File: src/rtl/ssht_pkg.sv
// ----------------------------------------------------------------------------
// ssht_pkg
// Shared constants, widths and status types for the swept sphere hit unit.
// ----------------------------------------------------------------------------
package ssht_pkg;

   localparam int COORD_WIDTH_DEF = 32;
   localparam int FRAC_BITS_DEF   = 16;
   localparam int MID_DEPTH       = 4;
   localparam int OUT_DEPTH       = 2;

   typedef struct packed {
      logic empty;
      logic full;
   } q_status_type;

   // Width of one classified item between the front and the back.
   function automatic int front_width(input int cw);
      return 3 * cw + 3 * (cw + 1) + (cw - 1) + 2 * (2 * cw + 2) + (2 * cw + 3);
   endfunction

   // Width of one result beat.
   function automatic int result_width(input int cw, input int fb);
      return 1 + (fb + 1) + 3 * cw;
   endfunction

endpackage

File: src/rtl/ssht_queue.sv
// ----------------------------------------------------------------------------
// ssht_queue
// Small first-in first-out buffer that decouples two pipeline sections.
// ----------------------------------------------------------------------------
module ssht_queue #(
   parameter int WIDTH = 8,
   parameter int DEPTH = 2
) (
   input  logic                  clock,
   input  logic                  reset,
   input  logic                  push,
   input  logic [WIDTH-1:0]      push_data,
   input  logic                  pop,
   output logic [WIDTH-1:0]      pop_data,
   output ssht_pkg::q_status_type status
);
   import ssht_pkg::*;

   localparam int PW  = (DEPTH > 1) ? $clog2(DEPTH) : 1;
   localparam int CNW = $clog2(DEPTH + 1);

   logic [WIDTH-1:0] mem [DEPTH];
   logic [PW-1:0]    wr_ptr_ff, rd_ptr_ff;
   logic [CNW-1:0]   count_ff;
   logic             do_push, do_pop;

   assign status.empty = (count_ff == '0);
   assign status.full  = (count_ff == CNW'(DEPTH));
   assign do_push      = push && !status.full;
   assign do_pop       = pop && !status.empty;
   assign pop_data     = mem[rd_ptr_ff];

   always_ff @(posedge clock) begin
      if (do_push) begin
         mem[wr_ptr_ff] <= push_data;
      end
   end

   always_ff @(posedge clock) begin
      if (reset) begin
         wr_ptr_ff <= '0;
         rd_ptr_ff <= '0;
         count_ff  <= '0;
      end else begin
         if (do_push) begin
            wr_ptr_ff <= (wr_ptr_ff == PW'(DEPTH - 1)) ? '0 : wr_ptr_ff + 1'b1;
         end
         if (do_pop) begin
            rd_ptr_ff <= (rd_ptr_ff == PW'(DEPTH - 1)) ? '0 : rd_ptr_ff + 1'b1;
         end
         if (do_push && !do_pop) begin
            count_ff <= count_ff + 1'b1;
         end else if (do_pop && !do_push) begin
            count_ff <= count_ff - 1'b1;
         end
      end
   end

endmodule

File: config.mk
export PLATFORM = sky130hd
export DESIGN_NAME = ssht_queue
export DESIGN_NICKNAME = d
export VERILOG_FILES = /design/src/rtl/ssht_pkg.sv /design/src/rtl/ssht_queue.sv
export SDC_FILE = /design/constraint.sdc
export NUM_CORES = 1
export LEC_CHECK = 0
export ABC_AREA = 0
export ABC_CLOCK_PERIOD_IN_PS = 1740
export BUFFER_PORTS_ARGS = -buffer_cell sky130_fd_sc_hd__buf_4
export CAP_MARGIN = 10
export CORE_MARGIN = 2
export CORE_UTILIZATION = 44
export DETAILED_ROUTE_END_ITERATION = 12
export GPL_TIMING_DRIVEN = 0
export PLACE_DENSITY = 0.72
export SETUP_SLACK_MARGIN = 0.4
export SYNTH_ARGS = -nofsm -noshare
export SYNTH_HDL_FRONTEND = slang
export SYNTH_SLANG_ARGS = --single-unit
File: constraint.sdc
create_clock -name clock -period 1.74 [get_ports clock]
set_clock_uncertainty 0.2 [all_clocks]
set_input_delay 0.087 -clock clock [delete_from_list [all_inputs] [get_ports clock]]
set_output_delay 0.087 -clock clock [all_outputs]
set_load 0.02 [all_outputs]
==> results.yml, run 1 <==
status:
  outcome: "finished, final reports clean"
logic_synthesis:
  synth_nets: 63
  synthAdderAreaFrac: 0.0158
  synth_top_family_by_area: "multiplexers"
  synthCells: 50
  syn_avg_cell_area_um2: 15.9
  netlist_area_um2: 793
  synth_compound_gate_area_share: 0.0315
  synth_xor_area_frac: 0.0331
  synth_seq_cells: 21
  synth_mux_area_frac: 0.114
  synthSimpleGateAreaFrac: 0.0584
  yosysSeqAreaShare: 0.732
  synthDistinctLibCells: 13
  ys.warnings.count: 0
sta:
  max_freq_mhz: 627
  timing.final.crit_share: 0.916
  worstMarginPinSlew_ns: 0.220
  min_period_ns: 1.59
  rsz0062_at_grt: "true"
  max-slew-margin-rel: 0.852
  fin_ws_ns: 0.146
  hold_slack_ns: 0.00293
  drv_slew: 0
  hold_violations: 0
  setup-violations-final: 0
flow_run:
  cap_violations: 0
placed_design:
  place_area_um2: 991
  io_buffer_count: 21
  pre_cts_ws_ns: -0.0119
  globalplace.congestion: 0.614
routing:
  dr.first_iter.drc_count: 4
  drt-total-wl_um: 1400
  vias: 496
  top_layer: "met4"
  wl_met2_um: 734
  wl_met3_um: 84
  wl_met1_um: 558
  drcViolationCount: 0
  vias_per_cell: 4.47
  routedWlPerCell_um: 12.6
  ant_nets: 0
  drt_pass1_iterations: 3
critical_path:
  startpoint_type: "register"
  worstSetupEndpointType: "register"
  timing.rr.start: "count_ff[1]$_SDFFE_PP0P_"
  path_depth: 6
  cpLargestDelayFamily: "simple AND/OR/NAND/NOR gates"
  slowest_stage: "dfxtp_2"
  crit_start: "count_ff[1]$_SDFFE_PP0P_"
  path_max_fanout: 4
  cp_cell_sequence: "nor2b_4 > nor2_4 > ha_4 > xor2_1 > or3_1 > a21oi_2"
  rr_endpoint: "count_ff[1]$_SDFFE_PP0P_"
  worst-path-buf-inv: 0
  ff2ff_setup_slack_ns: 0.15
  worstSetupPathType: "register to register"
  required_ns: 1.77
  critical_path_arrival_ns: 1.62
  r2r_cells: 6
  critPathMaxStageDelay_ns: 0.37
clocking:
  cts_root_buf: "clkbuf_4"
  htreeDepth: 1
  clock_tree.buffer_depth: 2
  clkTransAtPathRegs_ns: 0.10
  cts_num_sinks: 21
  cts_tree: "yes"
  clock_latency_ns: 0.29
  cts_buffers: 3
layout:
  syn2layout_area_growth_pct: 56.3
  drive_gt1_frac: 0.547
  final_design_area_no_fill_um2: 1240
  diodes: 0
  final_nets: 100
die:
  coreArea_um2: 1710
  die_y_um: 46.5
  boundaryPins: 22
  initial_utilization: 0.464
  fp-row-count: 15
  die_w_um: 46.5
  die_area_um2: 2160
power_and_ir_drop:
  ir_drop_mv: 0.875
  power_density_nw_per_um2: 1370
  finalPower_uw: 1700
  leakagePower_uw: 0.000497
grt:
  grt_use_total: 0.150
  grt-ovfl-total: 0
  grt_pass1_vias: 524
  grt_max_degree: 12
  grt_pass1_wl_um: 2140
  grt_antenna_before_repair: 0
hold_path:
  hp-start: "pop"
  hold_path.class: "primary input to register"
  whs_path_depth: 4
worst min-delay path, cell delays in order:
cell	delay [ns]
buf_4	0.11
o21ai_2	0.09
xor2_1	0.09
nor2_1	0.07
sequential cells by signal (all words and copies together) (netlist names), named ones only:
register,cells
mem,16
count_ff,2
rd_ptr_ff,1
wr_ptr_ff,1
how the worst max path moves through the flow:
stage,endpoint,slack [ns]
2_1_floorplan,count_ff[1]$_SDFFE_PP0P_,0.1
3_3_place_gp,count_ff[1]$_SDFFE_PP0P_,0.06
3_5_place_dp,count_ff[1]$_SDFFE_PP0P_,-0.01
4_1_cts,count_ff[1]$_SDFFE_PP0P_,0.15
5_1_grt,count_ff[1]$_SDFFE_PP0P_,0.08
6_report,count_ff[1]$_SDFFE_PP0P_,0.15
routing by layer:
metal | global-route usage | up-vias
li1 | - | 250
met1 | 0.155 | 229
met2 | 0.267 | 15
met3 | 0.0392 | 2
met4 | 0.0857 | 0
met5 | 0 | -
report_power, final:
part | internal, uW | total, uW | switching, uW | leakage (uW)
Combinational | 427 | 781 | 354 | 0.000290
Sequential | 650 | 705 | 55.6 | 0.000192
Clock | 89.1 | 218 | 129 | 0.0000150
Total | 1170 | 1700 | 538 | 0.000497
layout make-up:
class                   count  area (um2)
repair buffers             32         293
flip-flops and latches     21         587
inverters                   2        15.0
clock buffers               4        26.3
plain buffers               1        15.0
fillers                   125         468
multi-input cells          26         273
well taps                  25        31.3
kinds of logic (layout without fill, tap and decap cells):
family,count (synthesis),in the layout
AND/OR/NAND/NOR,9,9
XOR/XNOR,3,3
AO/OA/AOI/OAI,5,5
flip-flops,21,21
multiplexers,8,8
adder cells (fa/ha/maj),1,1
buffers and inverters,3,39
metrics by stage:
| stage | cells | utilization | setup TNS [ns] |
|---|---|---|---|
| after detailed placement | 96 | 0.580 | -0.0119 |
| after CTS | 111 | 0.720 | 0 |
| final | 111 | 0.726 | 0 |
| after global routing | 111 | 0.726 | 0 |
| after global placement | 96 | 0.580 | 0 |
| after floorplan | 50 | - | 0 |
Yosys cell counts:
master    instances  area [um2]
buf_2             1        5.00
or3_1             2        12.5
edfxtp_1         16         480
and2_1            1        6.26
nor2b_2           1        8.76
mux2_2            8        90.1
o21ai_0           3        15.0
inv_1             2        7.51
ha_1              1        12.5
nor2_1            5        18.8
xor2_1            3        26.3
a21oi_1           2        10.0
dfxtp_1           5         100
what timing repair did:
action / in CTS / in global routing
resized for setup: 29 / 3
setup buffers: 2 / 0
endpoints found under the hold margin: 21 / 0
hold buffers: 9 / 0
endpoints found under the setup margin: 26 / 29
placed cells by master (no fill, tap or decap):
| master | Yosys | final |
|---|---|---|
| a21oi_2 | 0 | 2 |
| and2_2 | 0 | 1 |
| buf_4 | 0 | 15 |
| buf_6 | 0 | 8 |
| buf_8 | 0 | 1 |
| clkbuf_1 | 0 | 1 |
| clkbuf_4 | 0 | 3 |
| dfxtp_1 | 5 | 2 |
| dfxtp_2 | 0 | 2 |
| dfxtp_4 | 0 | 1 |
| dlygate4sd3_1 | 0 | 9 |
| edfxtp_1 | 16 | 16 |
| ha_4 | 0 | 1 |
| inv_1 | 2 | 1 |
| inv_8 | 0 | 1 |
| mux2_4 | 0 | 8 |
| nor2_1 | 5 | 4 |
| nor2_4 | 0 | 1 |
| nor2b_4 | 0 | 1 |
| o21ai_0 | 3 | 2 |
| o21ai_2 | 0 | 1 |
| or3_1 | 2 | 1 |
| or3_4 | 0 | 1 |
| xor2_1 | 3 | 3 |
Power figures use the tool's default switching activity.
==> run 2: changes to the inputs <==
--- a/config.mk
+++ b/config.mk
@@ -11,6 +11,7 @@
 export CAP_MARGIN = 10
 export CORE_MARGIN = 2
 export CORE_UTILIZATION = 44
+export CTS_BUF_LIST = sky130_fd_sc_hd__clkbuf_16
 export DETAILED_ROUTE_END_ITERATION = 12
 export GPL_TIMING_DRIVEN = 0
 export PLACE_DENSITY = 0.72
==> results.yml, run 2 (same netlist as run 1, synthesis figures left out) <==
grt:
  grt_antenna_before_repair: 0
  grt-ovfl-total: 0
  grt_max_degree: 12
  grt_pass1_vias: 492
  grt_use_total: 0.154
  grt_pass1_wl_um: 2150
layout:
  reg.largest.list: "mem (16), count_ff (2)"
  mostFrequentLayoutCells: "edfxtp_1 (16), buf_4 (15), dlygate4sd3_1 (9), buf_6 (9), mux2_4 (8)"
  fill_cells: 104
  diodes: 0
  fin_cells: 112
  final_nets: 101
  largest_reg_flops: 16
  multiInputGateArea_um2: 273
  seq_area_um2: 587
  top_register: "mem"
  layout_commonest_cell: "edfxtp_1"
  drive_gt1_frac: 0.552
  syn2layout_area_growth_pct: 64.4
routing:
  drt_pass1_iterations: 3
  vias_per_cell: 4.51
  ant_nets: 0
  dr.first_iter.drc_count: 16
  vias: 505
  drt-total-wl_um: 1490
  drcViolationCount: 0
  routedWlPerCell_um: 13.3
clocking:
  cts_buffers: 3
  clock_latency_ns: 0.25
  cts_tree: "yes"
  cts_root_buf: "clkbuf_16"
  clock_tree.buffer_depth: 2
  htreeDepth: 1
  cts_num_sinks: 21
  clkTransAtPathRegs_ns: 0.05
power_and_ir_drop:
  leakagePower_uw: 0.000529
  switching_power_uw: 577
  pwr-share-clk: 0.231
  ir_drop_mv: 0.925
  switching_share: 0.291
  power_density_nw_per_um2: 1520
  p_int_uw: 1410
  comb_power_share: 0.411
  seq_power_share: 0.358
die:
  coreArea_um2: 1710
  boundaryPins: 22
  die_w_um: 46.5
  initial_utilization: 0.464
  die_y_um: 46.5
  fp-row-count: 15
  die_area_um2: 2160
critical_path:
  startpoint_type: "register"
  ff2ff_setup_slack_ns: 0.16
  critPathMaxStageDelay_ns: 0.36
  worstSetupEndpointType: "register"
  worstSetupPathType: "register to register"
  slowest_stage: "dfxtp_4"
  critical_path_arrival_ns: 1.56
  path_max_fanout: 5
  required_ns: 1.72
  cp_cell_sequence: "o21ai_2 > ha_4 > or3_1 > a21oi_2"
  r2r_cells: 4
placed_design:
  io_buffer_count: 21
  placed_cells: 96
  globalplace.congestion: 0.614
hold_path:
  hold_path.class: "primary input to register"
  whs_path_depth: 4
sta:
  drv_slew: 0
  worstMarginPinSlew_ns: 0.222
  min_period_ns: 1.58
  hold_slack_ns: 0.0504
  setup-violations-final: 0
  max-slew-margin-rel: 0.850
  hold_violations: 0
  rsz0062_at_grt: "true"
  timing.final.crit_share: 0.910
  max_freq_mhz: 631
status:
  outcome: "finished, final reports clean"
flow_run:
  cap_violations: 0
## run 2: cell types whose count changed in the layout (fill, tap and decap cells not counted), sizes merged
cell / before / now
inv: 2 / 3
buf: 24 / 25
clkbuf: 4 / 3
## run 2: final cells by class
type / instances / share of cell area
Multi-Input combinational cell: 26 / 0.209
Inverter: 2 / 0.0115
Clock buffer: 3 / 0.0576
Sequential cell: 21 / 0.450
Tap cell: 25 / 0.0240
Timing Repair Buffer: 33 / 0.233
Buffer: 1 / 0.0115
Clock inverter: 1 / 0.00288
## run 2: critical path, delay by kind of cell, from the launching register on
kind	cells	cell delay, ns
flops	1	0.36
simple gates	1	0.36
compound gates	2	0.34
fa+ha+maj	1	0.24
## run 2: through the flow
stage | worst slack (ns) | setup TNS, ns | util | area (um2) | power (uW)
6_report | 0.156 | 0 | 0.763 | 1300 | 1980
5_1_grt | 0.0807 | 0 | 0.763 | 1300 | 2070
4_1_cts | 0.170 | 0 | 0.758 | 1290 | 1980
3_5_place_dp | -0.0119 | -0.0119 | 0.580 | 991 | 1270
3_3_place_gp | 0.0576 | 0 | 0.580 | 991 | 1250
2_1_floorplan | 0.0962 | 0 | - | 802 | 1060
## run 2: path summary, 6_finish.rpt
kind,start,endpoint
worst min register to register,wr_ptr_ff$_SDFFE_PP0P_,wr_ptr_ff$_SDFFE_PP0P_
worst min-delay path,pop,register
worst max-delay path,count_ff[0]$_SDFFE_PP0P_,count_ff[1]$_SDFFE_PP0P_
worst max register to register,count_ff[0]$_SDFFE_PP0P_,count_ff[1]$_SDFFE_PP0P_
## run 2: power groups by stage
stage          Clock [uW]  Sequential (uW)  Combinational (uW)
2_1_floorplan           0              691                 373
3_3_place_gp            0              697                 548
3_5_place_dp            0              704                 561
4_1_cts               467              706                 804
5_1_grt               480              719                 869
6_report              457              710                 815
## run 2: layer usage
metal / global-route usage / vias up / share of wire
met5: 0 / - / 0
met4: 0.0857 / 0 / 0.0067
met3: 0.0353 / 2 / 0.050
met2: 0.261 / 15 / 0.52
met1: 0.176 / 234 / 0.42
li1: - / 254 / -
## run 2: what timing repair did
item | in CTS | in global routing
hold buffers | 9 | 0
buffers inserted | 3 | 0
endpoints found under the setup margin | 26 | 28
hold endpoints to repair | 21 | 0
resized for setup | 31 | 3
pin swaps | 3 | 2
